## config.mk

```make
export PLATFORM = sky130hd
export DESIGN_NAME = twwic_ram
export DESIGN_NICKNAME = d
export VERILOG_FILES = /design/src/rtl/two_way_word_instruction_cache_defines.svh /design/src/rtl/twwic_ram.sv
export SDC_FILE = /design/constraint.sdc
export NUM_CORES = 1
export LEC_CHECK = 0
export BUFFER_PORTS_ARGS = -buffer_cell sky130_fd_sc_hd__buf_4
export CAP_MARGIN = 20
export CORE_MARGIN = 3
export CORE_UTILIZATION = 50
export CTS_CLUSTER_DIAMETER = 100
export DETAILED_ROUTE_END_ITERATION = 8
export PLACE_DENSITY = 0.7
export SYNTH_ARGS = -nofsm -noshare
export SYNTH_HDL_FRONTEND = slang
export SYNTH_SLANG_ARGS = --single-unit
```

## constraint.sdc

```tcl
create_clock -name clk -period 2.2 [get_ports clk]
set_input_delay 0.44 -clock clk [delete_from_list [all_inputs] [get_ports clk]]
set_output_delay 0.44 -clock clk [all_outputs]
set_load 0.02 [all_outputs]
```

## src/rtl/two_way_word_instruction_cache_defines.svh

```systemverilog
// Assertion macros shared by the instruction cache files.
// The clock is clk and the active-low synchronous reset is rst_n in every user.
`ifndef TWO_WAY_WORD_INSTRUCTION_CACHE_DEFINES_SVH
`define TWO_WAY_WORD_INSTRUCTION_CACHE_DEFINES_SVH

`ifndef SYNTHESIS
// Checked only while out of reset.
`define TWWIC_ASSERT(lbl, prop, msg) \
  lbl: assert property (@(posedge clk) disable iff (!rst_n) prop) else $error(msg);
// Checked at every edge, including during reset.
`define TWWIC_ASSERT_ALWAYS(lbl, prop, msg) \
  lbl: assert property (@(posedge clk) prop) else $error(msg);
`else
`define TWWIC_ASSERT(lbl, prop, msg)
`define TWWIC_ASSERT_ALWAYS(lbl, prop, msg)
`endif

`endif

```

## src/rtl/twwic_ram.sv

```systemverilog
`default_nettype none

module twwic_ram #(
  parameter int WIDTH = 8,
  parameter int DEPTH = 16
) (
  input  wire logic                     clk,
  input  wire logic                     we,
  input  wire logic [$clog2(DEPTH)-1:0] waddr,
  input  wire logic [WIDTH-1:0]         wdata,
  input  wire logic                     re,
  input  wire logic [$clog2(DEPTH)-1:0] raddr,
  output logic      [WIDTH-1:0]         rdata
);

  logic [WIDTH-1:0] mem [DEPTH];

  // One write port and one registered read port; read data holds between reads.
  always_ff @(posedge clk) begin
    if (we) begin
      mem[waddr] <= wdata;
    end
    if (re) begin
      rdata <= mem[raddr];
    end
  end

endmodule

`default_nettype wire

```

# [Word-level counts from Yosys, hierarchy flattened]
# Memory sizes are Yosys's and may differ from the RTL's. A register that Yosys moved wholly into a read port is not among the register bits.
# Index checks and enable logic that the tools add are counted.
[word_totals] inputBits=19 memories=1 mem_bits_rw=128 regBits=0
[memory_table] memory="mem" words=16 word_bits=8 read_ports=1 rd_clocked_by_memory_dff=1 write_ports=1 line="twwic_ram.sv:16" source="logic [WIDTH-1:0] mem [DEPTH];"
[classes] mux=2
[ops] cell="1-bit two-way mux" n=2

# [Logic depth before layout (Yosys ltp)]
[depth] depth_word=2 ltp_mapped=5 ltp_nobuf=3

# [Least setup slack after synthesis]
# No wires, ideal clock.
[synth_path] path_kind="input to register" start="input waddr[2]" end="memory mem[0][0], enable pin" path_slack_ps=267 arrival_ps=1550 stages=2 t_required_ps=1817 setup_ps=383 path_cell_list="or3b_2 nor3_1"
[synth_rtl] item="from (decl)" line="twwic_ram.sv:9" source="input wire logic [$clog2(DEPTH)-1:0] waddr,"
[synth_rtl] item="to (decl)" line="twwic_ram.sv:16"
# No word-level cell before the write port.

# [Final worst setup path]
[layout_path] start="register rdata[1] (read register of mem)" end="output rdata[1]"
[layout_rtl] item="from (decl)" line="twwic_ram.sv:13" source="output logic [WIDTH-1:0] rdata"
# No word-level cell between the ends.

==> run_summary.xml <==
<?xml version="1.0" encoding="UTF-8"?>
<metrics>
  <group name="power">
    <metric name="p_int" unit="W">0.00451</metric>
    <metric name="clock_share_of_power" unit="%">42.1</metric>
    <metric name="leakage" unit="nW">2.10</metric>
    <metric name="power.share.sequential" unit="%">52.5</metric>
    <metric name="p_sw" unit="W">0.00108</metric>
    <metric name="pwr_density_cell" unit="mW/mm^2">903</metric>
    <metric name="switching_share" unit="%">19.3</metric>
    <metric name="finalPower" unit="W">0.00559</metric>
    <metric name="maximum_vdd_ir_drop" unit="mV">0.370</metric>
    <metric name="comb_power_share" unit="%">5.4</metric>
  </group>
  <group name="clocking">
    <metric name="cts_hold_buffers" unit="">0</metric>
    <metric name="tritoncts_num_sinks" unit="">136</metric>
    <metric name="tritoncts" unit="">done</metric>
    <metric name="clock_tree.buffer_depth" unit="">2</metric>
    <metric name="cts.reportedPaths.clkPinSlew" unit="ps">50</metric>
    <metric name="cts.repair_timing.setup_buffer_count" unit="">0</metric>
    <metric name="tritoncts.num_buffers" unit="">17</metric>
    <metric name="cts_root_buffer" unit="">sky130_fd_sc_hd__clkbuf_8</metric>
    <metric name="post_cts_resize_count" unit="">0</metric>
    <metric name="clkLatencyLatePin" unit="ps">510</metric>
    <metric name="htree_levels" unit="">4</metric>
  </group>
  <group name="worst_setup_path">
    <metric name="crit_required" unit="ps">1760</metric>
    <metric name="cp_max_fo" unit="">1</metric>
    <metric name="worstSetupStartpointType" unit="">flop</metric>
    <metric name="cp-endpoint" unit="">rdata[1]</metric>
    <metric name="worst_setup_path_startpoint" unit="">rdata[1]$_DFFE_PP_</metric>
    <metric name="cpMaxStageDelayCell" unit="">sky130_fd_sc_hd__edfxtp_1</metric>
    <metric name="critical_path.cell_chain" unit="">buf_4</metric>
    <metric name="setup.reg_to_reg.worst_slack" unit="ps">670</metric>
    <metric name="r2r_end" unit="">rdata[5]$_DFFE_PP_</metric>
    <metric name="startpoint_of_the_worst_slack_reg_to_reg_timing_path" unit="">mem[0][5]$_DFFE_PP_</metric>
    <metric name="crit_type" unit="">reg -&gt; out</metric>
    <metric name="r2r.worst_path.cells" unit="">3</metric>
    <metric name="critPathTopFamily" unit="">flip-flops</metric>
    <metric name="critPathCaptureType" unit="">primary output</metric>
    <metric name="cp.depth" unit="">1</metric>
    <metric name="critical_path_arrival" unit="ps">1100</metric>
    <metric name="cp.buffers_inverters" unit="">1</metric>
    <metric name="cp_slowest_stage_delay" unit="ps">420</metric>
  </group>
  <group name="synth">
    <metric name="synth_area" unit="sq mm">0.00523</metric>
    <metric name="synth_most_common_cell" unit="">sky130_fd_sc_hd__edfxtp_1</metric>
    <metric name="dominantRegCellSynth" unit="">sky130_fd_sc_hd__edfxtp_1</metric>
    <metric name="synth_seq_area_share" unit="%">78.1</metric>
    <metric name="synth_seq_cells" unit="">136</metric>
    <metric name="top_cell_type_by_total_area_after_synthesis" unit="">sky130_fd_sc_hd__edfxtp_1</metric>
    <metric name="yosys_warnings" unit="">0</metric>
    <metric name="mappedNetlistNets" unit="">248</metric>
    <metric name="synth_edf_count" unit="">136</metric>
    <metric name="post_synth_main_area_contributors" unit="">sky130_fd_sc_hd__edfxtp_1 78%, sky130_fd_sc_hd__mux4_2 7.8%, sky130_fd_sc_hd__mux4_1 7.0%, sky130_fd_sc_hd__a22oi_1 2.3%, sky130_fd_sc_hd__nor2_1 0.93%</metric>
    <metric name="yosys-top-cells-count" unit="">136 x sky130_fd_sc_hd__edfxtp_1, 18 x sky130_fd_sc_hd__mux4_2, 16 x sky130_fd_sc_hd__a22oi_1</metric>
    <metric name="synthArstFlopShare" unit="%">0</metric>
    <metric name="synth_cells" unit="">229</metric>
    <metric name="syn_area_per_cell" unit="sq um">22.8</metric>
    <metric name="post_synth_num_cell_types" unit="">18</metric>
    <metric name="yosysTopAreaCellShare" unit="%">78.1</metric>
  </group>
  <group name="grt">
    <metric name="gr-total-overflow" unit="">0</metric>
    <metric name="grt_start_max_net_pins" unit="">17</metric>
    <metric name="gr-usage-all-layers" unit="%">18.5</metric>
    <metric name="via_count_of_the_first_global_routing_pass" unit="">2551</metric>
    <metric name="grt_first_pass_wirelength" unit="mm">15.1</metric>
    <metric name="grt_antenna_before_repair" unit="">0</metric>
  </group>
  <group name="routing">
    <metric name="routed_via_density" unit="">5.79</metric>
    <metric name="drt_first_pass_iters" unit="">5</metric>
    <metric name="detail_route.wirelength" unit="mm">9.80</metric>
    <metric name="detail_route.iter0.violations" unit="">209</metric>
    <metric name="drc" unit="">0</metric>
    <metric name="routed_wire_length_per_instance" unit="microns">22.9</metric>
    <metric name="dr_total_vias" unit="">2479</metric>
    <metric name="detail-route-antenna-nets" unit="">0</metric>
  </group>
  <group name="flow_run">
    <metric name="cap_viol_max_count" unit="">0</metric>
  </group>
  <group name="layout">
    <metric name="flow.area_growth_from_synthesis" unit="%">18.5</metric>
    <metric name="final_layout_size_suffix_gt1_share" unit="%">30.2</metric>
    <metric name="diodes" unit="">0</metric>
    <metric name="nets" unit="">305</metric>
  </group>
  <group name="die">
    <metric name="area_of_the_die" unit="sq mm">0.0117</metric>
    <metric name="std_cell_rows" unit="">36</metric>
    <metric name="chipWidth" unit="microns">108</metric>
    <metric name="core_area" unit="sq mm">0.00995</metric>
    <metric name="io_pins" unit="">27</metric>
    <metric name="effective_utilization_at_floorplan" unit="%">52.5</metric>
    <metric name="die_height" unit="microns">108</metric>
  </group>
  <group name="placed_design">
    <metric name="detailedPlacementHpwl" unit="mm">6.05</metric>
    <metric name="io_buffers" unit="">26</metric>
    <metric name="finalWeightedCongestion" unit="">0.736</metric>
  </group>
  <group name="timing">
    <metric name="final.setup.tns" unit="ps">0</metric>
    <metric name="timing.final.crit_share" unit="%">70.0</metric>
    <metric name="finClkSkew" unit="ps">12.3</metric>
    <metric name="final_hold_viol_count" unit="">0</metric>
    <metric name="layout_min_cycle_time" unit="ps">1540</metric>
    <metric name="unrepaired_setup_endpoints_after_global_routing" unit="">false</metric>
    <metric name="fmax" unit="GHz">0.649</metric>
    <metric name="worstMarginPinSlew" unit="ps">464</metric>
    <metric name="setup_viol_count_final" unit="">0</metric>
    <metric name="relSlewSlack" unit="%">69.0</metric>
    <metric name="slew_violations" unit="">0</metric>
  </group>
  <group name="min_path">
    <metric name="hold_path.class" unit="">in -&gt; reg</metric>
  </group>
  <group name="outcome">
    <metric name="status" unit="">completed</metric>
  </group>
</metrics>
[area by class of cell]
type,instances,area [sq um]
Sequential cell,136,4080
Fill cell,658,3760
Multi-Input combinational cell,83,1060
Clock buffer,21,429
Timing Repair Buffer,48,398
Tap cell,133,166
Clock inverter,7,57.6
[cell usage in the layout (no fill, tap or decap), types with 2 or more instances in the layout]
cell / count
sky130_fd_sc_hd__clkinv_1: 2
sky130_fd_sc_hd__mux4_2: 18
sky130_fd_sc_hd__nor2_1: 13
sky130_fd_sc_hd__nor3_1: 4
sky130_fd_sc_hd__edfxtp_1: 136
sky130_fd_sc_hd__nand2b_1: 2
sky130_fd_sc_hd__clkinv_2: 4
sky130_fd_sc_hd__a22oi_1: 16
sky130_fd_sc_hd__nand2_1: 9
sky130_fd_sc_hd__mux4_1: 14
sky130_fd_sc_hd__clkbuf_1: 4
sky130_fd_sc_hd__buf_4: 45
sky130_fd_sc_hd__clkbuf_16: 16
sky130_fd_sc_hd__buf_12: 3
sky130_fd_sc_hd__nand3b_1: 2
[worst min-delay path by stage]
stage,start,end,slack [ps],cells past startpoint
floorplan,wdata[0],mem[0][0]$_DFFE_PP_,540,0
global route,re,rdata[7]$_DFFE_PP_,230,1
CTS,wdata[1],mem[4][1]$_DFFE_PP_,220,1
detailed placement,mem[8][3]$_DFFE_PP_,rdata[3]$_DFFE_PP_,740,3
finish,wdata[1],mem[0][1]$_DFFE_PP_,240,1
global placement,mem[7][0]$_DFFE_PP_,rdata[0]$_DFFE_PP_,720,3
[flip-flops by register name, summed over array words and instances, names as in the netlist]
name / count
rdata: 8
mem: 128
[power groups by stage]
stage                     clock [W]  combinational, W  sequential (W)
after floorplan                   0          0.000147         0.00300
after global placement            0          0.000298         0.00299
after detailed placement          0          0.000304         0.00299
after CTS                   0.00240          0.000305         0.00294
after global routing        0.00252          0.000326         0.00294
final                       0.00235          0.000300         0.00294
[logic make-up after synthesis]
kind of cell / after synthesis / synth area share (%)
AO/OA/AOI/OAI: 16 / 2.30
AND/OR/NAND/NOR: 35 / 3.14
buffers and inverters: 10 / 1.65
flip-flops: 136 / 78.1
multiplexers: 32 / 14.8
[per-layer routing]
metal	wire [microns]	global-route usage [%]
met5	0	0
met4	117	6.85
met2	4990	28.6
met1	4210	25.2
met3	483	5.73
[metrics by stage]
stage | cell area (sq um) | util, % | worst slack, ps | hold WS [ps] | cells
after CTS | 6190 | 62.2 | 621 | 221 | 428
after global routing | 6190 | 62.2 | 610 | 232 | 428
after floorplan | 5230 | - | 267 | 539 | 229
after global placement | 5710 | 57.3 | 208 | 722 | 400
final | 6190 | 62.2 | 660 | 241 | 428
after detailed placement | 5710 | 57.3 | 191 | 737 | 400
(Power assumes the default switching activity.)
