### src/rtl/two_way_word_instruction_cache_defines.svh
// Assertion macros shared by the instruction cache files.
// The clock is clk and the active-low synchronous reset is rst_n in every user.
`ifndef TWO_WAY_WORD_INSTRUCTION_CACHE_DEFINES_SVH
`define TWO_WAY_WORD_INSTRUCTION_CACHE_DEFINES_SVH

`ifndef SYNTHESIS
// Checked only while out of reset.
`define TWWIC_ASSERT(lbl, prop, msg) \
  lbl: assert property (@(posedge clk) disable iff (!rst_n) prop) else $error(msg);
// Checked at every edge, including during reset.
`define TWWIC_ASSERT_ALWAYS(lbl, prop, msg) \
  lbl: assert property (@(posedge clk) prop) else $error(msg);
`else
`define TWWIC_ASSERT(lbl, prop, msg)
`define TWWIC_ASSERT_ALWAYS(lbl, prop, msg)
`endif

`endif

### src/rtl/twwic_pkg.sv
`default_nettype none

package twwic_pkg;

  // Fixed field widths.
  localparam int ADDR_W             = 32;
  localparam int WORD_W             = 32;
  localparam int OFFSET_BITS        = 2;
  localparam int SET_INDEX_BITS_DEF = 13;

  // Per-set metadata: valid bit of way 0, valid bit of way 1, last filled way.
  localparam int META_W    = 3;
  localparam int META_V0   = 0;
  localparam int META_V1   = 1;
  localparam int META_LAST = 2;

  // One fetch as held in the queue between front and back.
  typedef struct packed {
    logic [ADDR_W-1:0] fetch_address;
    logic [WORD_W-1:0] memory_word;
  } fetch_t;

  // Queue head as seen by the back end.
  typedef struct packed {
    logic   head_valid;
    fetch_t head;
  } front_stat_t;

  // Back end control toward the front end.
  typedef struct packed {
    logic pop;
    logic clearing;
  } back_ctl_t;

endpackage

`default_nettype wire

### src/rtl/twwic_result_if.sv
`default_nettype none

interface twwic_result_if;
  logic        valid;
  logic        ready;
  logic [31:0] read_word;
  logic        was_hit;

  modport source (output valid, output read_word, output was_hit, input ready);
  modport sink   (input valid, input read_word, input was_hit, output ready);
endinterface

`default_nettype wire

### src/rtl/twwic_back.sv
`default_nettype none

module twwic_back #(
  parameter int SET_INDEX_BITS = twwic_pkg::SET_INDEX_BITS_DEF
) (
  input  wire logic                                   clk,
  input  wire logic                                   rst_n,
  input  wire twwic_pkg::front_stat_t                 stat,
  output twwic_pkg::back_ctl_t                        ctl,
  twwic_result_if.source                              out_result,
  // Shared read port of all memories.
  output logic                                        rd_en,
  output logic [SET_INDEX_BITS-1:0]                   rd_addr,
  // Shared write address.
  output logic [SET_INDEX_BITS-1:0]                   wr_addr,
  output logic                                        meta_we,
  output logic [twwic_pkg::META_W-1:0]                meta_wdata,
  input  wire logic [twwic_pkg::META_W-1:0]           meta_rdata,
  output logic                                        way0_we,
  output logic                                        way1_we,
  output logic [twwic_pkg::ADDR_W-twwic_pkg::OFFSET_BITS-SET_INDEX_BITS+
                twwic_pkg::WORD_W-1:0]                way_wdata,
  input  wire logic [twwic_pkg::ADDR_W-twwic_pkg::OFFSET_BITS-SET_INDEX_BITS+
                     twwic_pkg::WORD_W-1:0]           way0_rdata,
  input  wire logic [twwic_pkg::ADDR_W-twwic_pkg::OFFSET_BITS-SET_INDEX_BITS+
                     twwic_pkg::WORD_W-1:0]           way1_rdata
);

  import twwic_pkg::*;

  localparam int TAG_W = ADDR_W - OFFSET_BITS - SET_INDEX_BITS;

  typedef enum logic [1:0] {
    S_CLEAR,
    S_IDLE,
    S_COMPARE
  } state_t;

  state_t                    state_r, state_nxt;
  logic [SET_INDEX_BITS-1:0] clr_cnt_r, clr_cnt_nxt;
  fetch_t                    cur_r, cur_nxt;
  logic                      out_valid_r, out_valid_nxt;
  logic [WORD_W-1:0]         out_word_r, out_word_nxt;
  logic                      out_hit_r, out_hit_nxt;

  logic [SET_INDEX_BITS-1:0] cur_set;
  logic [TAG_W-1:0]          cur_tag;
  logic                      v0, v1, last;
  logic                      hit0, hit1, fill0;
  logic                      slot_free;

  assign cur_set = cur_r.fetch_address[OFFSET_BITS +: SET_INDEX_BITS];
  assign cur_tag = cur_r.fetch_address[ADDR_W-1 -: TAG_W];

  // Tag compare and replacement choice on the registered memory data.
  assign v0    = meta_rdata[META_V0];
  assign v1    = meta_rdata[META_V1];
  assign last  = meta_rdata[META_LAST];
  assign hit0  = v0 && (way0_rdata[WORD_W +: TAG_W] == cur_tag);
  assign hit1  = v1 && (way1_rdata[WORD_W +: TAG_W] == cur_tag) && !hit0;
  assign fill0 = !v0 || (v1 && last);

  assign slot_free = !out_valid_r || out_result.ready;

  assign out_result.valid     = out_valid_r;
  assign out_result.read_word = out_word_r;
  assign out_result.was_hit   = out_hit_r;

  assign ctl.clearing = (state_r == S_CLEAR);
  assign ctl.pop      = (state_r == S_IDLE) && stat.head_valid;

  // Lookup read of the queue head, issued as it is popped.
  assign rd_en   = ctl.pop;
  assign rd_addr = stat.head.fetch_address[OFFSET_BITS +: SET_INDEX_BITS];

  assign way_wdata = {cur_tag, cur_r.memory_word};

  // Sequencer: clearing pass, then lookup and compare-and-fill per item.
  always_comb begin
    state_nxt     = state_r;
    clr_cnt_nxt   = clr_cnt_r;
    cur_nxt       = cur_r;
    out_valid_nxt = out_valid_r && !out_result.ready;
    out_word_nxt  = out_word_r;
    out_hit_nxt   = out_hit_r;
    wr_addr       = cur_set;
    meta_we       = 1'b0;
    meta_wdata    = '0;
    way0_we       = 1'b0;
    way1_we       = 1'b0;
    case (state_r)
      S_CLEAR: begin
        wr_addr     = clr_cnt_r;
        meta_we     = 1'b1;
        clr_cnt_nxt = clr_cnt_r + 1'b1;
        if (&clr_cnt_r) begin
          state_nxt = S_IDLE;
        end
      end
      S_IDLE: begin
        if (stat.head_valid) begin
          cur_nxt   = stat.head;
          state_nxt = S_COMPARE;
        end
      end
      S_COMPARE: begin
        if (slot_free) begin
          out_valid_nxt = 1'b1;
          out_hit_nxt   = hit0 || hit1;
          if (hit0) begin
            out_word_nxt = way0_rdata[WORD_W-1:0];
          end else if (hit1) begin
            out_word_nxt = way1_rdata[WORD_W-1:0];
          end else begin
            out_word_nxt          = cur_r.memory_word;
            meta_we               = 1'b1;
            way0_we               = fill0;
            way1_we               = !fill0;
            meta_wdata[META_V0]   = v0 || fill0;
            meta_wdata[META_V1]   = v1 || !fill0;
            meta_wdata[META_LAST] = !fill0;
          end
          state_nxt = S_IDLE;
        end
      end
      default: begin
        state_nxt = S_IDLE;
      end
    endcase
  end

  always_ff @(posedge clk) begin
    if (!rst_n) begin
      state_r     <= S_CLEAR;
      clr_cnt_r   <= '0;
      out_valid_r <= 1'b0;
    end else begin
      state_r     <= state_nxt;
      clr_cnt_r   <= clr_cnt_nxt;
      out_valid_r <= out_valid_nxt;
    end
    cur_r      <= cur_nxt;
    out_word_r <= out_word_nxt;
    out_hit_r  <= out_hit_nxt;
  end

endmodule

`default_nettype wire

### src/flat_wrapper.sv
// flat-port wrapper written by rule: the top's interface ports become plain ports
module twwic_back_flat import twwic_pkg::*;
#(
  parameter int SET_INDEX_BITS = twwic_pkg::SET_INDEX_BITS_DEF
)
  (clk, rst_n, stat, ctl, rd_en, rd_addr, wr_addr, meta_we, meta_wdata, meta_rdata, way0_we, way1_we, way_wdata, way0_rdata, way1_rdata, out_result_valid, out_result_read_word, out_result_was_hit, out_result_ready);
  twwic_result_if out_result_i ();
  input  wire logic clk;
  input  wire logic rst_n;
  input  wire twwic_pkg::front_stat_t stat;
  output twwic_pkg::back_ctl_t ctl;
  output logic rd_en;
  output logic [SET_INDEX_BITS-1:0] rd_addr;
  output logic [SET_INDEX_BITS-1:0] wr_addr;
  output logic meta_we;
  output logic [twwic_pkg::META_W-1:0] meta_wdata;
  input  wire logic [twwic_pkg::META_W-1:0] meta_rdata;
  output logic way0_we;
  output logic way1_we;
  output logic [twwic_pkg::ADDR_W-twwic_pkg::OFFSET_BITS-SET_INDEX_BITS+
                twwic_pkg::WORD_W-1:0] way_wdata;
  input  wire logic [twwic_pkg::ADDR_W-twwic_pkg::OFFSET_BITS-SET_INDEX_BITS+
                     twwic_pkg::WORD_W-1:0] way0_rdata;
  input  wire logic [twwic_pkg::ADDR_W-twwic_pkg::OFFSET_BITS-SET_INDEX_BITS+
                     twwic_pkg::WORD_W-1:0] way1_rdata;
  output wire logic [$bits(out_result_i.valid)-1:0] out_result_valid;
  output wire logic [$bits(out_result_i.read_word)-1:0] out_result_read_word;
  output wire logic [$bits(out_result_i.was_hit)-1:0] out_result_was_hit;
  input wire logic [$bits(out_result_i.ready)-1:0] out_result_ready;
  assign out_result_valid = out_result_i.valid;
  assign out_result_read_word = out_result_i.read_word;
  assign out_result_was_hit = out_result_i.was_hit;
  assign out_result_i.ready = out_result_ready;
  twwic_back #(.SET_INDEX_BITS(SET_INDEX_BITS)) u_core (.clk(clk), .rst_n(rst_n), .stat(stat), .ctl(ctl), .out_result(out_result_i), .rd_en(rd_en), .rd_addr(rd_addr), .wr_addr(wr_addr), .meta_we(meta_we), .meta_wdata(meta_wdata), .meta_rdata(meta_rdata), .way0_we(way0_we), .way1_we(way1_we), .way_wdata(way_wdata), .way0_rdata(way0_rdata), .way1_rdata(way1_rdata));
endmodule
### config.mk
export PLATFORM = sky130hd
export DESIGN_NAME = twwic_back_flat
export DESIGN_NICKNAME = d
export VERILOG_FILES = /design/src/rtl/two_way_word_instruction_cache_defines.svh /design/src/rtl/twwic_pkg.sv /design/src/rtl/twwic_result_if.sv /design/src/rtl/twwic_back.sv /design/src/flat_wrapper.sv
export SDC_FILE = /design/constraint.sdc
export NUM_CORES = 1
export LEC_CHECK = 0
export ABC_AREA = 1
export BUFFER_PORTS_ARGS = -buffer_cell sky130_fd_sc_hd__buf_2
export CAP_MARGIN = 30
export CELL_PAD_IN_SITES_DETAIL_PLACEMENT = 1
export CELL_PAD_IN_SITES_GLOBAL_PLACEMENT = 2
export CORE_ASPECT_RATIO = 0.9
export CORE_UTILIZATION = 26
export DETAILED_ROUTE_END_ITERATION = 8
export GPL_ROUTABILITY_DRIVEN = 0
export GPL_TIMING_DRIVEN = 0
export PLACE_DENSITY_LB_ADDON = 0.1
export SYNTH_ARGS = -nofsm -noshare
export SYNTH_HDL_FRONTEND = slang
export SYNTH_SLANG_ARGS = --single-unit
### constraint.sdc
create_clock -name clk -period 7.3 [get_ports clk]
set_clock_uncertainty 0.2 [all_clocks]
set_input_delay 1.46 -clock clk [delete_from_list [all_inputs] [get_ports clk]]
set_output_delay 1.46 -clock clk [all_outputs]
set_load 0.02 [all_outputs]
# [Word level (Yosys, flattened, before mapping)]
# Cells that the tools add are included.
[classes] add_sub_neg=1 mul=0 div_mod_pow=0 n_lt_le_gt_ge=0 eq_ne=7 n_shift=0 mux=25 n_bitwise=0 n_reduce_logical=21
[op_table] op="$mux W32" count=2
[op_table] op="$eq A17 B17 Y1" count=2
[op_table] op="$add A13 B1 Y13 const B" count=1
[op_table] op="$mux W1" count=13
[op_table] op="$mux W13" count=1
[op_table] op="$reduce_and A13 Y1" count=1
[op_table] op="$mux W3" count=4
[op_table] op="$logic_and A1 B1 Y1" count=6
[op_table] op="$mux W2" count=3
[op_table] op="$pmux W2 S3" count=1
[op_table] op="$logic_not A1 Y1" count=5
[op_table] op="$logic_or A1 B1 Y1" count=5
[op_table] op="$ne A2 B1 Y1 const B" count=2
[op_table] op="$reduce_and A2 Y1" count=2
[op_table] op="$reduce_and A3 Y1" count=1
[op_table] op="$eq A2 B1 Y1 const B" count=1
[op_table] op="$eq A2 B2 Y1 const B" count=1
[op_table] op="$logic_not A2 Y1" count=1
[op_table] op="$ne A2 B2 Y1 const B" count=1
[op_table] op="$pmux W1 S2" count=1
[totals] reg_bits=113 latchBits=0 mem_bits_rw=0 mem_bits_ro=0 word_cells=61 mem_count=0

# [Logic depth before layout (Yosys ltp)]
# Gate-level depths: netlist of the first run.
[depth] ltp_word=8 mapped_depth=11 mapped_depth_nobuf=10

# [Worst setup path before layout of the first run]
# OpenSTA, ideal clock, no wires.
[synth_timing] kind="input-to-output" start="input port out_result_ready" end="output port meta_wdata[2] (netlist name)" arrival_time_ps=4989 required_ps=5640 setup_slack_ps=651 cell_stages=5 path_cell_list="nor2_1 nor3_1 nand3_1 nor2_1 buf_4"
[synth_via] elab_chain_cells=3
[synth_rtl] item="from (decl)" line="flat_wrapper.sv:29" text="input wire logic [$bits(out_result_i.ready)-1:0] out_result_ready;"
[synth_rtl] item="$logic_or A1 B1 Y1" line="twwic_back.sv:63" text="assign slot_free = !out_valid_r || out_result.ready;"
[synth_rtl] item="$mux W3" line="twwic_back.sv:107" text="if (slot_free) begin"
[synth_rtl] item="$mux W3" line="twwic_back.sv:91" text="case (state_r)"
[synth_rtl] item="to (decl)" line="flat_wrapper.sv:16" text="output logic [twwic_pkg::META_W-1:0] meta_wdata;"
# Every way passes these cells.

# [Final worst setup path of the first run]
# Same ends and word-level chain as after synthesis.

==> metrics.txt, run 1 <==
outcome=finished clean; worst slack at placement=2040 ps; f_max=196 MHz; post-synth cell types=29; H-tree depth=3; ys async rst share=0%; Rows=51; Hold-fix buffers, CTS=0; reg-to-reg endpoint=u_core.out_result.read_word[5]; CTS tree=yes; WS Path Type=primary input to output pin; area of the core=21900 µm²; Multi-input gate area=1810 µm²; fill count=2726; largest net degree at the start of global routing=47; CP max-delay cell=nor3_2; post-route cell area=8040 µm²; syn_area_per_cell=8.96 µm²; remaining global-route overflow=0; Max Cap Viol=0; Routed WL per cell=16.6 µm; total CTS buffers=9; Peak VDD IR=131 µV; Yosys reg bits=111; final WL=20.8 mm; CP required=5640 ps; Clock Sinks=111; hold path startpoint=u_core.clr_cnt_r[11]; Largest stage delay, worst path=610 ps; Startpoint Class=primary input; Mapped Nets=825; Reg2Reg Setup Slack=4910 ps; slack of the critical path=2200 ps; die height=145 µm; Iter 0 DRT Violations=266; commonest non-fill, non-tap cells in the layout=buf_2, nand3_1, nand2_1; Critical Path Sink=meta_wdata[2]; Slew @ Worst Pin=804 ps; placed cell areas=7720 µm²; initial antenna violation count=4; Final Hold Viols=0; final period utilization=69.8%; Top delay family on crit path=simple AND/OR/NAND/NOR gates; fraction of layout cells with a size suffix above 1=41.8%; Max Buffers Root-to-Sink=2; root buffer cell=clkbuf_16; ANT nets after route=0; CP Launch Point=out_result_ready; die area=23200 µm²; DRC violations left=0; Post-synth EDFFs=95; R2R depth=7; Clock Pin Slew Worst Setup and Hold Paths=80 ps; setup violators final=0; Die Width=160 µm; Top FF cell, synth=edfxtp_1; most common cell after layout, fill and taps aside=buf_2; clk_lat worst skew=370 ps; Initial Util=26.8%; Slew HR=46.1%; post-CTS sizing=0; Vias/cell=4.37; Critical path buffers and inverters=4; DR vias=5476; Cell Area, Synth=5870 µm²; PwrDens=163 nW/µm²; post-CTS setup buffers=0; cell-by-cell trace of the critical path=buf_2 > nor2_1 > nor3_2 > buf_6 > nand3_1 > nor2_1 > buf_4 > buf_2; min Tclk post-route=5100 ps; gate count of the mapped netlist=655; crit path max fanout=9; CP arrival=3440 ps; leakage power total=3.80 nW; layout overhead on the synthesized area=37.0%; NumNets Final=1124; Worst R2R Start=u_core.way_wdata[34]; Critical Path Stages=8; Max Slew Vio Count=0; FF+latch area=3170 µm²; sequential share of the synthesized area=54.1%; port bufs=284; TritonRoute pass-1 iters=4; RSZ-0062 raised after global routing=no; total global-route track usage=18.1%; first-pass GRT wire length=31.6 mm; # IOs=287; HPWL Detailed=16.6 mm; via count of the first global-routing pass=5619; Total Power=0.00131 W; Min-Delay Path Class=register to register; Synth Warn #=0; crit end category=output pin
[worst min path at each step]
stage	cells past startpoint	endpoint	slack, ps
floorplan	2	u_core.clr_cnt_r[11]	250
global placement	2	u_core.clr_cnt_r[11]	280
detailed placement	2	u_core.clr_cnt_r[11]	280
CTS	2	u_core.clr_cnt_r[11]	300
global route	2	u_core.clr_cnt_r[3]	340
finish	2	u_core.clr_cnt_r[11]	290
[sequential cells by signal, summed over array words and instances (netlist names)]
signal / flops
u_core.cur_r: 13
u_core.clr_cnt_r: 13
u_core.out_result.read_word: 32
u_core.out_result.valid: 1
u_core.state_r: 2
u_core.way_wdata: 49
u_core.out_result.was_hit: 1
[cell type report]
cell class              instances  share of cell area (%)
diodes                          4                   0.125
plain buffers                  88                    7.77
clock buffers                  10                    2.85
clock inverters                 6                   0.965
inverters                      71                    3.35
multi-input cells             385                    22.5
flip-flops and latches        111                    39.5
well taps                     291                    4.53
repair buffers                288                    18.4
[metal layers]
| layer | global-route usage [%] | up-vias | share of wire [%] |
|---|---|---|---|
| met2 | 30.7 | 190 | 48 |
| met1 | 22.7 | 2536 | 44 |
| met3 | 4.82 | 15 | 6.8 |
| li1 | - | 2733 | - |
| met4 | 4.96 | 2 | 1.2 |
| met5 | 0 | - | 0.092 |
[Yosys cell counts, types with 2 or more instances]
master / instances / share of area, %
buf_6: 6 / 1.2
nand3_1: 142 / 12
edfxtp_1: 95 / 49
nor3_1: 11 / 0.94
xnor2_1: 5 / 0.75
nor2_2: 2 / 0.21
nor4_1: 2 / 0.21
nand3b_1: 3 / 0.38
a21oi_1: 11 / 0.94
o21ai_0: 20 / 1.7
nand4_1: 9 / 0.96
buf_1: 3 / 0.19
nand2_1: 127 / 8.1
nor2_4: 3 / 0.58
buf_4: 64 / 8.2
dfxtp_1: 16 / 5.5
inv_1: 59 / 3.8
nor2_1: 41 / 2.6
clkbuf_1: 8 / 0.51
inv_2: 12 / 0.77
buf_2: 7 / 0.60
xor2_1: 2 / 0.30
[through the flow]
stage	instances	TNS, ps	hold WS [ps]	util (%)
after CTS	1250	0	295	36.7
final	1254	0	287	36.7
after detailed placement	1234	0	280	35.3
after floorplan	655	0	249	-
after global routing	1252	0	343	36.7
after global placement	1230	-12550	278	35.0
[power breakdown]
group / leakage [nW] / switching [W] / total, W / internal [W]
Combinational: 2.67 / 0.0000463 / 0.0000953 / 0.0000491
Clock: 0.147 / 0.000260 / 0.000533 / 0.000273
Sequential: 0.983 / 0.00000114 / 0.000685 / 0.000684
[tightest hold or removal path: stages (launching register included)]
cell,delay [ps]
dfxtp_1,300
inv_1,80
a21oi_1,70
[cells by family (layout without fill, tap and decap cells)]
kind of cell    count (synthesis)  in the layout  share of synthesized area, %
simple gates                  344            344                          26.6
buf+inv                       159            463                          15.2
flops                         111            111                          54.1
compound gates                 33             33                          2.86
xor+xnor                        7              7                          1.04
fa+ha+maj                       1              1                         0.213
other cells                     0              4                             0
(Power assumes the default switching activity.)
==> run 2: changes to the inputs <==
CORE_UTILIZATION = 23   (was 26)
clock period = 4.5 ns   (was 7.3 ns; I/O delays follow)
==> metrics.txt, run 2 (synthesis gave the netlist of run 1 again) <==
Final Hold Viols=0 (unchanged); Clock Sinks=111 (unchanged); post-route cell area=8130 µm² (was 8040 µm²); total global-route track usage=16.0% (was 18.1%); largest net degree at the start of global routing=38 (was 47); crit path max fanout=10 (was 9); outcome=finished clean (unchanged); area of the core=25100 µm² (was 21900 µm²); most common cell after layout, fill and taps aside=buf_2 (unchanged); cell-by-cell trace of the critical path=buf_2 > xnor2_1 > nand3b_1 > nor2_4 > nand3_1 > buf_6 > nand3_1 > nor2_1 > buf_4 > buf_2 (was buf_2 > nor2_1 > nor3_2 > buf_6 > nand3_1 > nor2_1 > buf_4 > buf_2); min Tclk post-route=3910 ps; CTS tree=yes (unchanged); max FFs per register=49 (unchanged); Slew HR=60.5% (was 46.1%); final period utilization=86.9%; Clock Pin Slew Worst Setup and Hold Paths=80 ps (about the same); total CTS buffers=9 (unchanged); crit end category=output pin (unchanged); Max Buffers Root-to-Sink=2 (unchanged); post-CTS sizing=0 (unchanged); Startpoint Class=primary input (unchanged); port bufs=284 (unchanged); fill count=3052 (was 2726); f_max=256 MHz; WS Path Type=primary input to output pin (unchanged); fraction of layout cells with a size suffix above 1=41.8% (about the same); Vias/cell=4.21 (was 4.37); PwrDens=263 nW/µm² (was 163 nW/µm²); Critical path buffers and inverters=4 (unchanged); Iter 0 DRT Violations=181 (was 266); first-pass GRT wire length=31.5 mm (was 31.6 mm); Rows=55 (was 51); Max Slew Vio Count=0 (unchanged); setup violators final=0 (unchanged); RSZ-0062 raised after global routing=no (unchanged); ANT nets after route=0 (unchanged); die height=154 µm (was 145 µm); root buffer cell=clkbuf_16 (unchanged); Slew @ Worst Pin=593 ps (was 804 ps); Total Power=0.00214 W (was 0.00131 W); Max Cap Viol=0 (unchanged); TritonRoute pass-1 iters=4 (unchanged); NumNets Final=1123 (was 1124); Top delay family on crit path=simple AND/OR/NAND/NOR gates (unchanged); worst slack at placement=492 ps (was 2040 ps); die area=26200 µm² (was 23200 µm²); Initial Util=23.4% (was 26.8%); layout overhead on the synthesized area=38.5% (was 37.0%); CP max-delay cell=nand3_1 (was nor3_2); slack of the critical path=591 ps (was 2200 ps); post-CTS setup buffers=0 (unchanged); H-tree depth=3 (unchanged); via count of the first global-routing pass=5556 (was 5619); Hold-fix buffers, CTS=0 (unchanged); initial antenna violation count=3 (was 4); DRC violations left=0 (unchanged); final WL=21.1 mm (was 20.8 mm); clk_lat worst skew=360 ps (was 370 ps); CP arrival=2810 ps (was 3440 ps); Die Width=170 µm (was 160 µm); Largest stage delay, worst path=340 ps (was 610 ps); # IOs=287 (unchanged); Min-Delay Path Class=register to register (unchanged); CP required=3400 ps (was 5640 ps); commonest non-fill, non-tap cells in the layout=buf_2, nand3_1, nand2_1 (unchanged); Peak VDD IR=181 µV (was 131 µV); placed cell areas=7810 µm² (was 7720 µm²); Routed WL per cell=16.2 µm (was 16.6 µm); HPWL Detailed=16.8 mm (was 16.6 mm); DR vias=5471 (was 5476); leakage power total=3.81 nW (was 3.80 nW); remaining global-route overflow=0 (unchanged)
## run 2: cell types whose count changed in the layout (fill, tap and decap cells not counted), sizes merged
cell,before,now
diode,4,1
buf,368,367
inv,73,74
clkinvlp,1,0
clkinv,2,3
clkbuf,18,17
## run 2: cell type report
type                       instances  area (µm²)  area share (%)
antenna                            1        2.50          0.0308
clock buffer                       9         225            2.77
inverter                          71         269            3.31
clock inverter                     7        87.6            1.08
sequential                       111        3170            39.0
buffer                            88         624            7.68
timing repair buffer             287        1500            18.5
multi-input combinational        385        1820            22.3
tap                              342         428            5.26
## run 2: worst paths after layout
path	slack (ps)	endpoint	startpoint	depth (start not counted)
hold / removal	300	u_core.clr_cnt_r[11]	u_core.clr_cnt_r[11]	2
setup / recovery	590	meta_wdata[2]	way0_rdata[48]	10
setup reg to reg	2120	u_core.out_result.read_word[13]	u_core.way_wdata[39]	9
hold reg to reg	300	u_core.clr_cnt_r[11]	u_core.clr_cnt_r[11]	2
## run 2: where the power goes
| part | switching (W) | internal [W] |
|---|---|---|
| Sequential | 0.00000198 | 0.00111 |
| Combinational | 0.0000751 | 0.0000796 |
| Clock | 0.000423 | 0.000446 |
## run 2: worst reg2reg max path, cell delays in order (launching register included)
cell and delay (ps):
edfxtp_1 450, nand2_1 150, nand2_1 70, nor2_1 110
nand2_1 80, nor2_1 220, nand3_2 230, clkbuf_1 340
nand3_1 180, nand3_1 110
## run 2: per-stage QoR
stage	TNS (ps)	hold WS [ps]	utilization, %	std cells
after floorplan	0	249	-	655
after global placement	-8870	288	30.7	1281
after detailed placement	0	286	31.1	1284
after CTS	0	301	32.4	1300
after global routing	0	343	32.4	1301
final	0	301	32.4	1301
## run 2: per-layer routing
layer	GRT usage, %	wire (µm)
met5	0	23
met4	4.03	288
met3	3.89	1120
met2	27.3	10100
met1	20.2	9560
