`src/rtl/two_way_word_instruction_cache_defines.svh`:
```
// Assertion macros shared by the instruction cache files.
// The clock is clk and the active-low synchronous reset is rst_n in every user.
`ifndef TWO_WAY_WORD_INSTRUCTION_CACHE_DEFINES_SVH
`define TWO_WAY_WORD_INSTRUCTION_CACHE_DEFINES_SVH

`ifndef SYNTHESIS
// Checked only while out of reset.
`define TWWIC_ASSERT(lbl, prop, msg) \
  lbl: assert property (@(posedge clk) disable iff (!rst_n) prop) else $error(msg);
// Checked at every edge, including during reset.
`define TWWIC_ASSERT_ALWAYS(lbl, prop, msg) \
  lbl: assert property (@(posedge clk) prop) else $error(msg);
`else
`define TWWIC_ASSERT(lbl, prop, msg)
`define TWWIC_ASSERT_ALWAYS(lbl, prop, msg)
`endif

`endif

```
`src/rtl/twwic_pkg.sv`:
```
`default_nettype none

package twwic_pkg;

  // Fixed field widths.
  localparam int ADDR_W             = 32;
  localparam int WORD_W             = 32;
  localparam int OFFSET_BITS        = 2;
  localparam int SET_INDEX_BITS_DEF = 13;

  // Per-set metadata: valid bit of way 0, valid bit of way 1, last filled way.
  localparam int META_W    = 3;
  localparam int META_V0   = 0;
  localparam int META_V1   = 1;
  localparam int META_LAST = 2;

  // One fetch as held in the queue between front and back.
  typedef struct packed {
    logic [ADDR_W-1:0] fetch_address;
    logic [WORD_W-1:0] memory_word;
  } fetch_t;

  // Queue head as seen by the back end.
  typedef struct packed {
    logic   head_valid;
    fetch_t head;
  } front_stat_t;

  // Back end control toward the front end.
  typedef struct packed {
    logic pop;
    logic clearing;
  } back_ctl_t;

endpackage

`default_nettype wire

```
`src/rtl/twwic_fetch_if.sv`:
```
`default_nettype none

interface twwic_fetch_if;
  logic        valid;
  logic        ready;
  logic [31:0] fetch_address;
  logic [31:0] memory_word;

  modport source (output valid, output fetch_address, output memory_word, input ready);
  modport sink   (input valid, input fetch_address, input memory_word, output ready);
endinterface

`default_nettype wire

```
`src/rtl/twwic_front.sv`:
```
`default_nettype none

module twwic_front (
  input  wire logic                   clk,
  input  wire logic                   rst_n,
  twwic_fetch_if.sink                 in_fetch,
  input  wire twwic_pkg::back_ctl_t   ctl,
  output twwic_pkg::front_stat_t      stat
);

  import twwic_pkg::*;

  // Two-entry queue of accepted fetches.
  fetch_t     q_r [2];
  logic       wr_ptr_r, wr_ptr_nxt;
  logic       rd_ptr_r, rd_ptr_nxt;
  logic [1:0] cnt_r, cnt_nxt;
  logic       push;
  logic       pop;

  // No item is taken while the metadata clearing pass runs.
  assign in_fetch.ready = (cnt_r != 2'd2) && !ctl.clearing;
  assign push           = in_fetch.valid && in_fetch.ready;
  assign pop            = ctl.pop && (cnt_r != 2'd0);

  assign stat.head_valid = (cnt_r != 2'd0);
  assign stat.head       = q_r[rd_ptr_r];

  // Pointer and fill count updates.
  always_comb begin
    wr_ptr_nxt = push ? ~wr_ptr_r : wr_ptr_r;
    rd_ptr_nxt = pop  ? ~rd_ptr_r : rd_ptr_r;
    cnt_nxt    = cnt_r + 2'(push) - 2'(pop);
  end

  always_ff @(posedge clk) begin
    if (!rst_n) begin
      wr_ptr_r <= 1'b0;
      rd_ptr_r <= 1'b0;
      cnt_r    <= 2'd0;
    end else begin
      wr_ptr_r <= wr_ptr_nxt;
      rd_ptr_r <= rd_ptr_nxt;
      cnt_r    <= cnt_nxt;
    end
  end

  // Queue payload storage.
  always_ff @(posedge clk) begin
    if (push) begin
      q_r[wr_ptr_r] <= '{fetch_address: in_fetch.fetch_address,
                         memory_word:   in_fetch.memory_word};
    end
  end

endmodule

`default_nettype wire

```
`src/flat_wrapper.sv`:
```
// flat-port wrapper written by rule: the top's interface ports become plain ports
module twwic_front_flat import twwic_pkg::*;
  (clk, rst_n, ctl, stat, in_fetch_valid, in_fetch_fetch_address, in_fetch_memory_word, in_fetch_ready);
  twwic_fetch_if in_fetch_i ();
  input  wire logic clk;
  input  wire logic rst_n;
  input  wire twwic_pkg::back_ctl_t ctl;
  output twwic_pkg::front_stat_t stat;
  input wire logic [$bits(in_fetch_i.valid)-1:0] in_fetch_valid;
  input wire logic [$bits(in_fetch_i.fetch_address)-1:0] in_fetch_fetch_address;
  input wire logic [$bits(in_fetch_i.memory_word)-1:0] in_fetch_memory_word;
  output wire logic [$bits(in_fetch_i.ready)-1:0] in_fetch_ready;
  assign in_fetch_i.valid = in_fetch_valid;
  assign in_fetch_i.fetch_address = in_fetch_fetch_address;
  assign in_fetch_i.memory_word = in_fetch_memory_word;
  assign in_fetch_ready = in_fetch_i.ready;
  twwic_front u_core (.clk(clk), .rst_n(rst_n), .in_fetch(in_fetch_i), .ctl(ctl), .stat(stat));
endmodule
```
`config.mk`:
```
export PLATFORM = sky130hd
export DESIGN_NAME = twwic_front_flat
export DESIGN_NICKNAME = d
export VERILOG_FILES = /design/src/rtl/two_way_word_instruction_cache_defines.svh /design/src/rtl/twwic_pkg.sv /design/src/rtl/twwic_fetch_if.sv /design/src/rtl/twwic_front.sv /design/src/flat_wrapper.sv
export SDC_FILE = /design/constraint.sdc
export NUM_CORES = 1
export LEC_CHECK = 0
export BUFFER_PORTS_ARGS = -buffer_cell sky130_fd_sc_hd__buf_2
export CAP_MARGIN = 20
export CORE_MARGIN = 2
export CORE_UTILIZATION = 55
export DETAILED_ROUTE_END_ITERATION = 8
export GPL_ROUTABILITY_DRIVEN = 0
export PLACE_DENSITY = 0.82
export SLEW_MARGIN = 15
export SYNTH_ARGS = -nofsm -noshare
export SYNTH_HDL_FRONTEND = slang
export SYNTH_SLANG_ARGS = --single-unit
```
`constraint.sdc`:
```
create_clock -name clk -period 4.49 [get_ports clk]
set_clock_uncertainty 0.1 [all_clocks]
set_input_delay 0.449 -clock clk [delete_from_list [all_inputs] [get_ports clk]]
set_output_delay 0.449 -clock clk [all_outputs]
set_load 0.005 [all_outputs]
```
# Word level (Yosys, flattened, before mapping)
# Memories as Yosys holds them, arrays and structs flattened. A register that Yosys moved wholly into a read port is not among the register bits.
# Cells that the tools add are included.
totals:
  in_bits: 69
  ff_bits: 4
  n_memories: 1
  mem_bits_rw: 128
  out_inout_bits: 66
classes:
  n_reduce_logical: 5
  n_addsub: 2
  mux: 4
  eq_ne: 1
  bitwise: 2
mem_list:
  columns: ["name", "words", "width", "rd", "rd_ports_with_merged_regs", "write_ports", "line", "text"]
  rows:
  - ["u_core.q_r", 2, 64, 1, 1, 1, "twwic_front.sv:14", "fetch_t q_r [2];"]
ops:
  columns: ["operator", "count"]
  rows:
  - ["$mux W1", 4]
  - ["$logic_and A1 B1 Y1", 3]
  - ["$add A2 B1 Y2", 1]
  - ["$ne A2 B2 Y1 const B", 1]
  - ["$not A1 Y1", 2]
  - ["$reduce_bool A2 Y1", 1]
  - ["$sub A2 B1 Y2", 1]
  - ["$logic_not A1 Y1", 1]

# Logic depth before layout (Yosys ltp)
# Gate-level depths: netlist of run 1.
logic_depth:
  ltp_word: 5
  mapped_depth: 7

# Least setup slack after synthesis of run 1
# No wires, ideal clock.
synth_path:
  kind: "input to register"
  from: "in ctl[0] (netlist bit)"
  to: "mem u_core.q_r[1][0] (netlist bit), enable pin"
  required_time_ns: 3.961
  cell_stages: 2
  slack_ns: 1.723
  setup_time_ns: 0.429
  t_arrival_ns: 2.238
  path_cell_list: "nor3b_4 > and2_1"
synth_via:
  elab_chain_cells: 5
synth_lines:
  columns: ["item", "line", "text"]
  rows:
  - ["start, declared", "flat_wrapper.sv:7", "input wire twwic_pkg::back_ctl_t ctl;"]
  - ["$logic_not A1 Y1", "twwic_front.sv:22", "assign in_fetch.ready = (cnt_r != 2'd2) && !ctl.clearing;"]
  - ["$logic_and A1 B1 Y1", "twwic_front.sv:22", null]
  - ["$logic_and A1 B1 Y1", "twwic_front.sv:23", "assign push = in_fetch.valid && in_fetch.ready;"]
  - ["$mux W1", "twwic_front.sv:50", "if (push) begin"]
  - ["$mux W1 (not written as such)", "twwic_front.sv:51", "q_r[wr_ptr_r] <= '{fetch_address: in_fetch.fetch_address,"]
  - ["end, declared", "twwic_front.sv:14", null]
# Every way passes these cells.

==> flow_metrics.env, run 1 <==
export IMPL_rows=35
export IMPL_crit_path_start_kind="flip-flop"
export IMPL_yosysMostFrequentCell="edfxtp_1"
export IMPL_synth_edf_count=128
export IMPL_tightest_slew_ns=0.7515
export IMPL_clock_path_buffers=2
export IMPL_cpPeakStageDelay_ns=0.61
export IMPL_placed_area_mm2=0.005887
export IMPL_drv_slew=0
export IMPL_die_area_mm2=0.01022
export IMPL_yosys_area_top_type="edfxtp_1"
export IMPL_portBuffers=134
export IMPL_powerDensity_mw_per_mm2=558.1
export IMPL_synthTopCellsByArea="edfxtp_1, mux2_4, buf_12, dfxtp_1, mux2_2"
export IMPL_rsz0062_at_grt="false"
export IMPL_min_path_type="input pin to flip-flop"
export IMPL_seq_area_frac_synth=0.7603
export IMPL_synth_flop_cell="edfxtp_1"
export IMPL_layout_nets=454
export IMPL_die_y_um=101.1
export IMPL_vias=2547
export IMPL_drive_above_1_share=0.6000
export IMPL_tns_ns=0
export IMPL_synth_seq_cells=133
export IMPL_antenna_found_initial=0
export IMPL_num_fill_cells=585
export IMPL_grt_pass1_vias=2444
export IMPL_detailedPlacementHpwl_mm=5.301
export IMPL_p_leak_nw=2.627
export IMPL_dieWidth_um=101.1
export IMPL_setup_viol=0
export IMPL_htreeDepth=4
export IMPL_ys_warn_count=0
export IMPL_core_mm2=0.009196
export IMPL_grt_max_degree=65
export IMPL_first_pass_iters=4
export IMPL_wl_per_cell_um=16.91
export IMPL_routed_via_density=5.034
export IMPL_cts_root_buf="clkbuf_8"
export IMPL_final_antenna_net_count=0
export IMPL_post_route_util=0.7211
export IMPL_cts_resized=0
export IMPL_grt_overflow_total=0
export IMPL_drtIter0Drc=125
export IMPL_insertion_delay_ns=0.51
export IMPL_clk_pin_slew_worst_paths_ns=0.06
export IMPL_io_pins=135
export IMPL_cts_buffers=17
export IMPL_maxSlewHeadroom=0.4990
export IMPL_start_util=0.5641
export IMPL_syn_area_mm2=0.005187
export IMPL_async_flop_share=0
export IMPL_fin_crit_sh=0.5627
export IMPL_slowest_stage="dfxtp_4"
export IMPL_postSynthAreaPerCell_um2=22.85
export IMPL_diodes=0
export IMPL_synth_nets=298
export IMPL_synth_cell_types=21
export IMPL_max_cap_violations=0
export IMPL_peakVddDrop_mv=0.3035
export IMPL_min_period_ns=2.527
export IMPL_routed_wirelength_mm=8.554
export IMPL_fin_area_mm2=0.006631
export IMPL_rrSetupSlack_ns=2.07
export IMPL_fmax_ghz=0.3958
export IMPL_total_power_mw=3.701
export IMPL_multi_input_area_mm2=0.001104
export IMPL_run_status="completed"
export IMPL_netlist_area_leader_share=0.7410
export IMPL_hold_viol_final=0
export IMPL_cp_data_arrival_time_ns=1.98
export IMPL_cts_tree="yes"
export IMPL_end_kind="output pin"
export IMPL_regArea_mm2=0.003948
export IMPL_cp_max_fo=44
export IMPL_cp_cell_sequence="buf_16, mux2_2, buf_2"
export IMPL_cp_data_required_time_ns=3.94
export IMPL_crit_type="flip-flop to output pin"
export IMPL_clkSinkCount=133
export IMPL_grt_pass1_wl_mm=12.23
export IMPL_drc=0
export IMPL_synth_commonest_cells="edfxtp_1, mux2_4, buf_12"
export IMPL_synth_cells=227
export IMPL_grt_total_usage=0.1676
export IMPL_areaGrowthSynthToFinish_pct=27.83
## final cells by class
class,instances,share of cell area
Timing Repair Buffer,144,0.1181
Sequential cell,133,0.5953
Clock buffer,17,0.06245
Multi-Input combinational cell,84,0.1664
Tap cell,111,0.02094
Inverter,3,0.001698
Clock inverter,14,0.03509
## report_power, final
part | switching, mW | internal, mW
registers | 0.0630 | 1.46
clock network | 0.483 | 1.01
logic | 0.273 | 0.411
total | 0.819 | 2.88
## registers in the layout, indices dropped and copies added, names as in the netlist, named ones only
name / flops
u_core.q_r: 128
u_core.cnt_r: 2
u_core.wr_ptr_r: 1
u_core.rd_ptr_r: 1
## path summary, 6_finish.rpt
| check | to | cells after the start | start |
|---|---|---|---|
| max | stat[1] | 3 | flip-flop |
| min reg2reg | u_core.wr_ptr_r$_SDFFE_PN0N_ | 2 | u_core.wr_ptr_r$_SDFFE_PN0N_ |
| max reg2reg | u_core.q_r[1][27]$_DFFE_PP_ | 4 | u_core.cnt_r[0]$_SDFF_PN0_ |
| min | u_core.q_r[0][26]$_DFFE_PP_ | 1 | in_fetch_memory_word[26] |
## metal layers
metal	global-route usage	part of all wire	vias up
met1	0.2109	0.44	1225
met5	0	0	-
li1	-	-	1200
met3	0.06311	0.075	12
met4	0.07692	0.017	0
met2	0.2608	0.47	110
## per-stage QoR
step	std cells	setup slack, ns	hold slack (ns)
2_1_floorplan	227	1.723	0.3469
3_3_place_gp	467	1.984	0.3614
3_5_place_dp	467	1.917	0.3985
4_1_cts	505	1.670	0.0002731
5_1_grt	506	1.866	0.0004851
6_report	506	1.963	0.03159
## critical path: cells and delay by family (launching register included)
kind | cells | cell delay (ns)
buffers and inverters | 2 | 0.46
flip-flops | 1 | 0.61
multiplexers | 1 | 0.37
## cells in the final DEF (no fill, tap or decap)
cell type	n
and2b_2	1
nor3_1	1
dfxtp_4	1
clkinvlp_4	4
and2_1	2
mux2_4	60
inv_1	3
buf_2	134
nor3b_4	1
mux2i_1	1
ha_1	2
dlygate4sd3_1	7
dfxtp_1	4
buf_16	1
bufinv_16	6
mux2_2	4
or2_2	1
clkbuf_8	1
xor2_1	1
nor2b_4	1
xnor2_1	1
nand2_1	1
clkbuf_16	16
clkinv_2	2
inv_6	1
edfxtp_1	128
buf_4	2
and2_2	1
o21a_1	1
clkinv_1	1
nand2b_1	1
nor2_1	4
## cells by family (layout without fill, tap and decap cells)
group,count (synthesis),count (layout),synth area share
flip-flops,133,133,0.7603
multiplexers,65,65,0.1843
AND/OR/NAND/NOR,14,14,0.01833
buffers and inverters,10,178,0.02750
adder cells (fa/ha/maj),2,2,0.004823
XOR/XNOR,2,2,0.003377
AO/OA/AOI/OAI,1,1,0.001448
## what timing repair did
action / CTS / global route
setup buffers: 0 / 0
hold buffers: 7 / 0
endpoints found under the hold margin: 13 / 0
No activity file was read; power rests on OpenSTA's default activity.
==> run 2: changes to the inputs <==
--- a/config.mk
+++ b/config.mk
@@ -8,10 +8,10 @@
 export BUFFER_PORTS_ARGS = -buffer_cell sky130_fd_sc_hd__buf_2
 export CAP_MARGIN = 20
 export CORE_MARGIN = 2
-export CORE_UTILIZATION = 55
+export CORE_UTILIZATION = 52
 export DETAILED_ROUTE_END_ITERATION = 8
 export GPL_ROUTABILITY_DRIVEN = 0
-export PLACE_DENSITY = 0.82
+export PLACE_DENSITY = 0.78
 export SLEW_MARGIN = 15
 export SYNTH_ARGS = -nofsm -noshare
 export SYNTH_HDL_FRONTEND = slang
==> constraint.sdc (replaced) <==
create_clock -name clk -period 2.5 [get_ports clk]
set_clock_uncertainty 0.1 [all_clocks]
set_input_delay 0.25 -clock clk [delete_from_list [all_inputs] [get_ports clk]]
set_output_delay 0.25 -clock clk [all_outputs]
set_load 0.005 [all_outputs]
==> run 2 against run 1 <==
Via count rose by 9.9%. Non-clock buffer count is 63 higher. Flip-flop and latch count stayed put. Cell area rose by 9.1%. Combinational power up 94%. Largest cell class unchanged. Die area up 5.5%. Worst hold slack better by 0.035 ns. Core utilization up 2.3 points. Register-to-register slack worse by 1.4 ns.
==> flow_metrics.env, run 2 (synthesis gave the netlist of run 1 again) <==
export IMPL_clkSinkCount=133
export IMPL_largest_register_ffs=128
export IMPL_drv_slew=0
export IMPL_die_area_mm2=0.01079
export IMPL_io_pins=135
export IMPL_cp_max_fo=26
export IMPL_cp_data_required_time_ns=2.15
export IMPL_peakVddDrop_mv=0.5542
export IMPL_rsz0062_at_grt="false"
export IMPL_clock_path_buffers=2
export IMPL_min_period_ns=2.282
export IMPL_max_cap_violations=0
export IMPL_min_path_type="input pin to flip-flop"
export IMPL_core_mm2=0.009729
export IMPL_first_pass_iters=4
export IMPL_placed_area_mm2=0.006016
export IMPL_drc=0
export IMPL_detailedPlacementHpwl_mm=5.733
export IMPL_grt_total_usage=0.1863
export IMPL_cp_cell_sequence="buf_4, mux2_4, buf_2"
export IMPL_cp_num_buf_inv=2
export IMPL_wl_per_cell_um=16.44
export IMPL_cts_root_buf="clkbuf_8"
export IMPL_insertion_delay_ns=0.51
export IMPL_areaGrowthSynthToFinish_pct=39.48
export IMPL_vias=2798
export IMPL_diodes=0
export IMPL_dieWidth_um=103.9
export IMPL_cts_tree="yes"
export IMPL_fmax_ghz=0.4381
export IMPL_hold_viol_final=0
export IMPL_grt_overflow_total=0
export IMPL_crit_family="flip-flops"
export IMPL_end_kind="output pin"
export IMPL_fin_crit_sh=0.9130
export IMPL_routed_via_density=4.734
export IMPL_p_leak_nw=2.864
export IMPL_layout_nets=517
export IMPL_total_power_mw=6.432
export IMPL_stdcell_count=591
export IMPL_drtIter0Drc=117
export IMPL_grt_max_degree=34
export IMPL_antenna_found_initial=0
export IMPL_place_inst=494
export IMPL_portBuffers=134
export IMPL_routed_wirelength_mm=9.717
export IMPL_tns_ns=0
export IMPL_maxSlewHeadroom=0.6505
export IMPL_grt_pass1_wl_mm=14.97
export IMPL_rows=36
export IMPL_final_antenna_net_count=0
export IMPL_slowest_stage="dfxtp_4"
export IMPL_grt_pass1_vias=3011
export IMPL_drive_above_1_share=0.5153
export IMPL_tightest_slew_ns=0.5242
export IMPL_crit_type="flip-flop to output pin"
export IMPL_die_y_um=103.9
export IMPL_start_util=0.5332
export IMPL_cp_data_arrival_time_ns=1.93
export IMPL_final_common_cell="buf_2"
export IMPL_top_regs="u_core.q_r (128), u_core.cnt_r (2)"
export IMPL_powerDensity_mw_per_mm2=888.9
export IMPL_clk_pin_slew_worst_paths_ns=0.06
export IMPL_cts_buffers=17
export IMPL_post_route_util=0.7437
export IMPL_cpPeakStageDelay_ns=0.69
export IMPL_fin_area_mm2=0.007236
export IMPL_final_cell_mix="buf_2, edfxtp_1, dlygate4sd3_1"
export IMPL_crit_path_start_kind="flip-flop"
export IMPL_run_status="completed"
export IMPL_setup_viol=0
export IMPL_top_register="u_core.q_r"
export IMPL_htreeDepth=4
[run 2: cell types whose count changed in the layout (fill, tap and decap cells not counted), sizes merged]
cell         previous run  this run
bufinv                  6         3
clkinv                  3         6
buf                   137       141
inv                     4         3
clkbuf                 17        19
dlygate4sd3             7        66
clkinvlp                4         3
[run 2: path summary, 6_finish.rpt]
kind                                startpoint                           end  slack (ns)  cells after the start
hold reg to reg   u_core.wr_ptr_r$_SDFFE_PN0N_  u_core.wr_ptr_r$_SDFFE_PN0N_        0.42                      2
setup / recovery                     flip-flop                      stat[39]        0.22                      3
setup reg to reg    u_core.cnt_r[1]$_SDFF_PN0_   u_core.q_r[1][43]$_DFFE_PP_        0.63                      4
hold / removal                  in_fetch_valid  u_core.wr_ptr_r$_SDFFE_PN0N_        0.07                      3
[run 2: power by group]
part           internal (mW)  switching (mW)
registers               2.63           0.134
logic                  0.834           0.498
clock network           1.49           0.847
total                   4.95            1.48
[run 2: worst register-to-register path, cell delays in order (launching register included)]
cell	delay (ns)
dfxtp_1	0.34
nor2b_4	0.15
nor3b_4	0.27
and2_4	0.42
buf_12	0.28
[run 2: through the flow]
stage	worst slack, ns	hold WS [ns]
after floorplan	0.4416	0.2489
after global routing	0.1197	0.05269
final	0.2175	0.06662
after global placement	0.7228	0.3378
after CTS	0.1523	0.02470
after detailed placement	0.6502	0.3410
[run 2: area by class of cell]
class / instances / area [um2]
clock buffers: 19 / 421.7
multi-input cells: 84 / 1105
fillers: 608 / 2494
flip-flops and latches: 133 / 3948
clock inverters: 12 / 137.6
inverters: 3 / 11.26
well taps: 133 / 166.4
repair buffers: 207 / 1446
[run 2: repair_timing]
item | 4_1_cts | 5_1_grt
hold buffers | 66 | 0
hold endpoints to repair | 133 | 0
buffers inserted | 0 | 0
resized for setup | 0 | 0
[run 2: per-layer routing]
layer / vias to the layer above / track usage / part of all wire
met1: 1366 / 0.1992 / 0.38
met4: 0 / 0.08591 / 0.016
met2: 95 / 0.3322 / 0.55
met5: - / 0 / 0
li1: 1324 / - / -
met3: 13 / 0.06266 / 0.054
==> run 3: changes to the inputs <==
--- a/config.mk
+++ b/config.mk
@@ -7,12 +7,14 @@
 export LEC_CHECK = 0
 export BUFFER_PORTS_ARGS = -buffer_cell sky130_fd_sc_hd__buf_2
 export CAP_MARGIN = 20
+export CORE_ASPECT_RATIO = 0.7
 export CORE_MARGIN = 2
 export CORE_UTILIZATION = 52
 export DETAILED_ROUTE_END_ITERATION = 8
 export GPL_ROUTABILITY_DRIVEN = 0
+export GPL_TIMING_DRIVEN = 0
 export PLACE_DENSITY = 0.78
-export SLEW_MARGIN = 15
+export SLEW_MARGIN = 20
 export SYNTH_ARGS = -nofsm -noshare
 export SYNTH_HDL_FRONTEND = slang
 export SYNTH_SLANG_ARGS = --single-unit
==> run 3 against run 2 <==
Setup slack gained 0.20 ns. Via count grew 1.1%. Combinational power grew 15%. Worst hold slack gained 0.051 ns. Clock-buffer cell count shrank 2. Clock power grew 13%. Cell count shrank 0.68%. Global-route usage grew 0.16 points. Routed wire length grew 0.21%. Non-clock buffer count grew 1. Sequential share of layout area shrank 0.95 points. Flip-flop and latch count is the same. Critical path type is now flip-flop to flip-flop.
==> flow_metrics.env, run 3 (synthesis gave the netlist of run 1 again) <==
export IMPL_endpoint="u_core.q_r[0][9]$_DFFE_PP_"
export IMPL_layout_nets=518
export IMPL_max_cap_violations=0
export IMPL_detailedPlacementHpwl_mm=5.844
export IMPL_grt_total_usage=0.1879
export IMPL_die_area_mm2=0.01080
export IMPL_drive_above_1_share=0.5272
export IMPL_first_pass_iters=4
export IMPL_powerDensity_mw_per_mm2=930.6
export IMPL_cts_root_buf="clkbuf_16"
export IMPL_drc=0
export IMPL_tns_ns=0
export IMPL_insertion_delay_ns=0.41
export IMPL_crit_type="flip-flop to flip-flop"
export IMPL_clock_path_buffers=2
export IMPL_peakVddDrop_mv=0.6448
export IMPL_maxSlewHeadroom=0.5807
export IMPL_fin_hold_ws_ns=0.1178
export IMPL_antenna_found_initial=0
export IMPL_fin_area_mm2=0.007357
export IMPL_layout_setup_ws_ns=0.4176
export IMPL_fin_crit_sh=0.8329
export IMPL_r2r_end="u_core.q_r[0][9]$_DFFE_PP_"
export IMPL_setup_viol=0
export IMPL_min_path_type="input pin to flip-flop"
export IMPL_p_leak_nw=2.925
export IMPL_largest_register_ffs=128
export IMPL_die_y_um=87.57
export IMPL_placed_area_mm2=0.006071
export IMPL_stdcell_count=587
export IMPL_dieWidth_um=123.4
export IMPL_wl_per_cell_um=16.59
export IMPL_core_mm2=0.009684
export IMPL_r2r_start="u_core.cnt_r[1]$_SDFF_PN0_"
export IMPL_r2r_cells=4
export IMPL_cp_data_required_time_ns=2.51
export IMPL_grt_pass1_vias=2982
export IMPL_rsz0062_at_grt="false"
export IMPL_vias=2828
export IMPL_clkSinkCount=133
export IMPL_total_power_mw=6.846
export IMPL_run_status="completed"
export IMPL_cp_data_arrival_time_ns=2.09
export IMPL_rrSetupSlack_ns=0.42
export IMPL_min_period_ns=2.082
export IMPL_final_antenna_net_count=0
export IMPL_end_kind="flip-flop"
export IMPL_startpoint="u_core.cnt_r[1]$_SDFF_PN0_"
export IMPL_portBuffers=134
export IMPL_final_common_cell="buf_2"
export IMPL_place_inst=491
export IMPL_grt_pass1_wl_mm=14.55
export IMPL_crit_path_start_kind="flip-flop"
export IMPL_io_pins=135
export IMPL_top_register="u_core.q_r"
export IMPL_final_cell_mix="buf_2, edfxtp_1, dlygate4sd3_1"
export IMPL_grt_max_degree=53
export IMPL_dp_slack_ns=0.4162
export IMPL_top_regs="u_core.q_r (128), u_core.cnt_r (2)"
export IMPL_cp_max_fo=39
export IMPL_cts_setup_buffers=0
export IMPL_tightest_slew_ns=0.6289
export IMPL_diodes=0
export IMPL_grt_overflow_total=0
export IMPL_routed_wirelength_mm=9.737
export IMPL_routed_via_density=4.818
export IMPL_drv_slew=0
export IMPL_hold_viol_final=0
export IMPL_cts_tree="yes"
export IMPL_clk_pin_slew_worst_paths_ns=0.05
export IMPL_start_util=0.5357
export IMPL_areaGrowthSynthToFinish_pct=41.82
export IMPL_rows=30
export IMPL_drtIter0Drc=121
export IMPL_post_route_util=0.7597
export IMPL_htreeDepth=4
export IMPL_cts_buffers=17
export IMPL_fmax_ghz=0.4802
run 3: cell count changes in the layout (fill, tap and decap cells not counted), moves of 2 or more:
cell,before,now
buf_12,5,7
buf_4,2,0
bufinv_16,3,5
clkbuf_1,2,0
clkinv_1,4,1
clkinv_4,0,3
run 3: routing by layer:
layer  global-route usage  up-vias  routed length, um
met3              0.06641       18                704
met5                    0        -                  0
met2               0.3287      102               4913
met4              0.08058        0                138
li1                     -     1332                  -
met1               0.2104     1376               3980
run 3: worst min path at each step:
stage / startpoint / to / slack, ns / depth (start not counted)
floorplan: in_fetch_memory_word[0] / u_core.q_r[0][0]$_DFFE_PP_ / 0.25 / 0
global placement: in_fetch_fetch_address[25] / u_core.q_r[0][57]$_DFFE_PP_ / 0.34 / 1
detailed placement: in_fetch_fetch_address[28] / u_core.q_r[1][60]$_DFFE_PP_ / 0.34 / 1
CTS: ctl[0] / u_core.wr_ptr_r$_SDFFE_PN0N_ / 0.09 / 3
global route: ctl[0] / u_core.wr_ptr_r$_SDFFE_PN0N_ / 0.12 / 3
finish: ctl[0] / u_core.wr_ptr_r$_SDFFE_PN0N_ / 0.12 / 3
run 3: critical path, cell delays in order, from the launching register on:
cell and delay, ns:
dfxtp_1 0.35, nor2b_4 0.15, nor3b_4 0.28, and2b_4 0.61, buf_12 0.27
run 3: power breakdown:
group | internal [mW] | switching (mW)
Clock | 1.76 | 0.885
Combinational | 0.916 | 0.610
Sequential | 2.62 | 0.0544
Total | 5.30 | 1.55
run 3: layout make-up:
class	instances	area (um2)
buffer	7	131.4
clock buffer	17	425.4
clock inverter	14	210.2
fill	569	2327
inverter	3	11.26
multi-input combinational	84	1106
sequential	133	3944
tap	128	160.2
timing repair buffer	201	1369
run 3: what timing repair did:
item                       CTS  global route
setup endpoints to repair    0             0
gates resized for setup      0             0
hold endpoints to repair   129             0
hold buffers                65             0
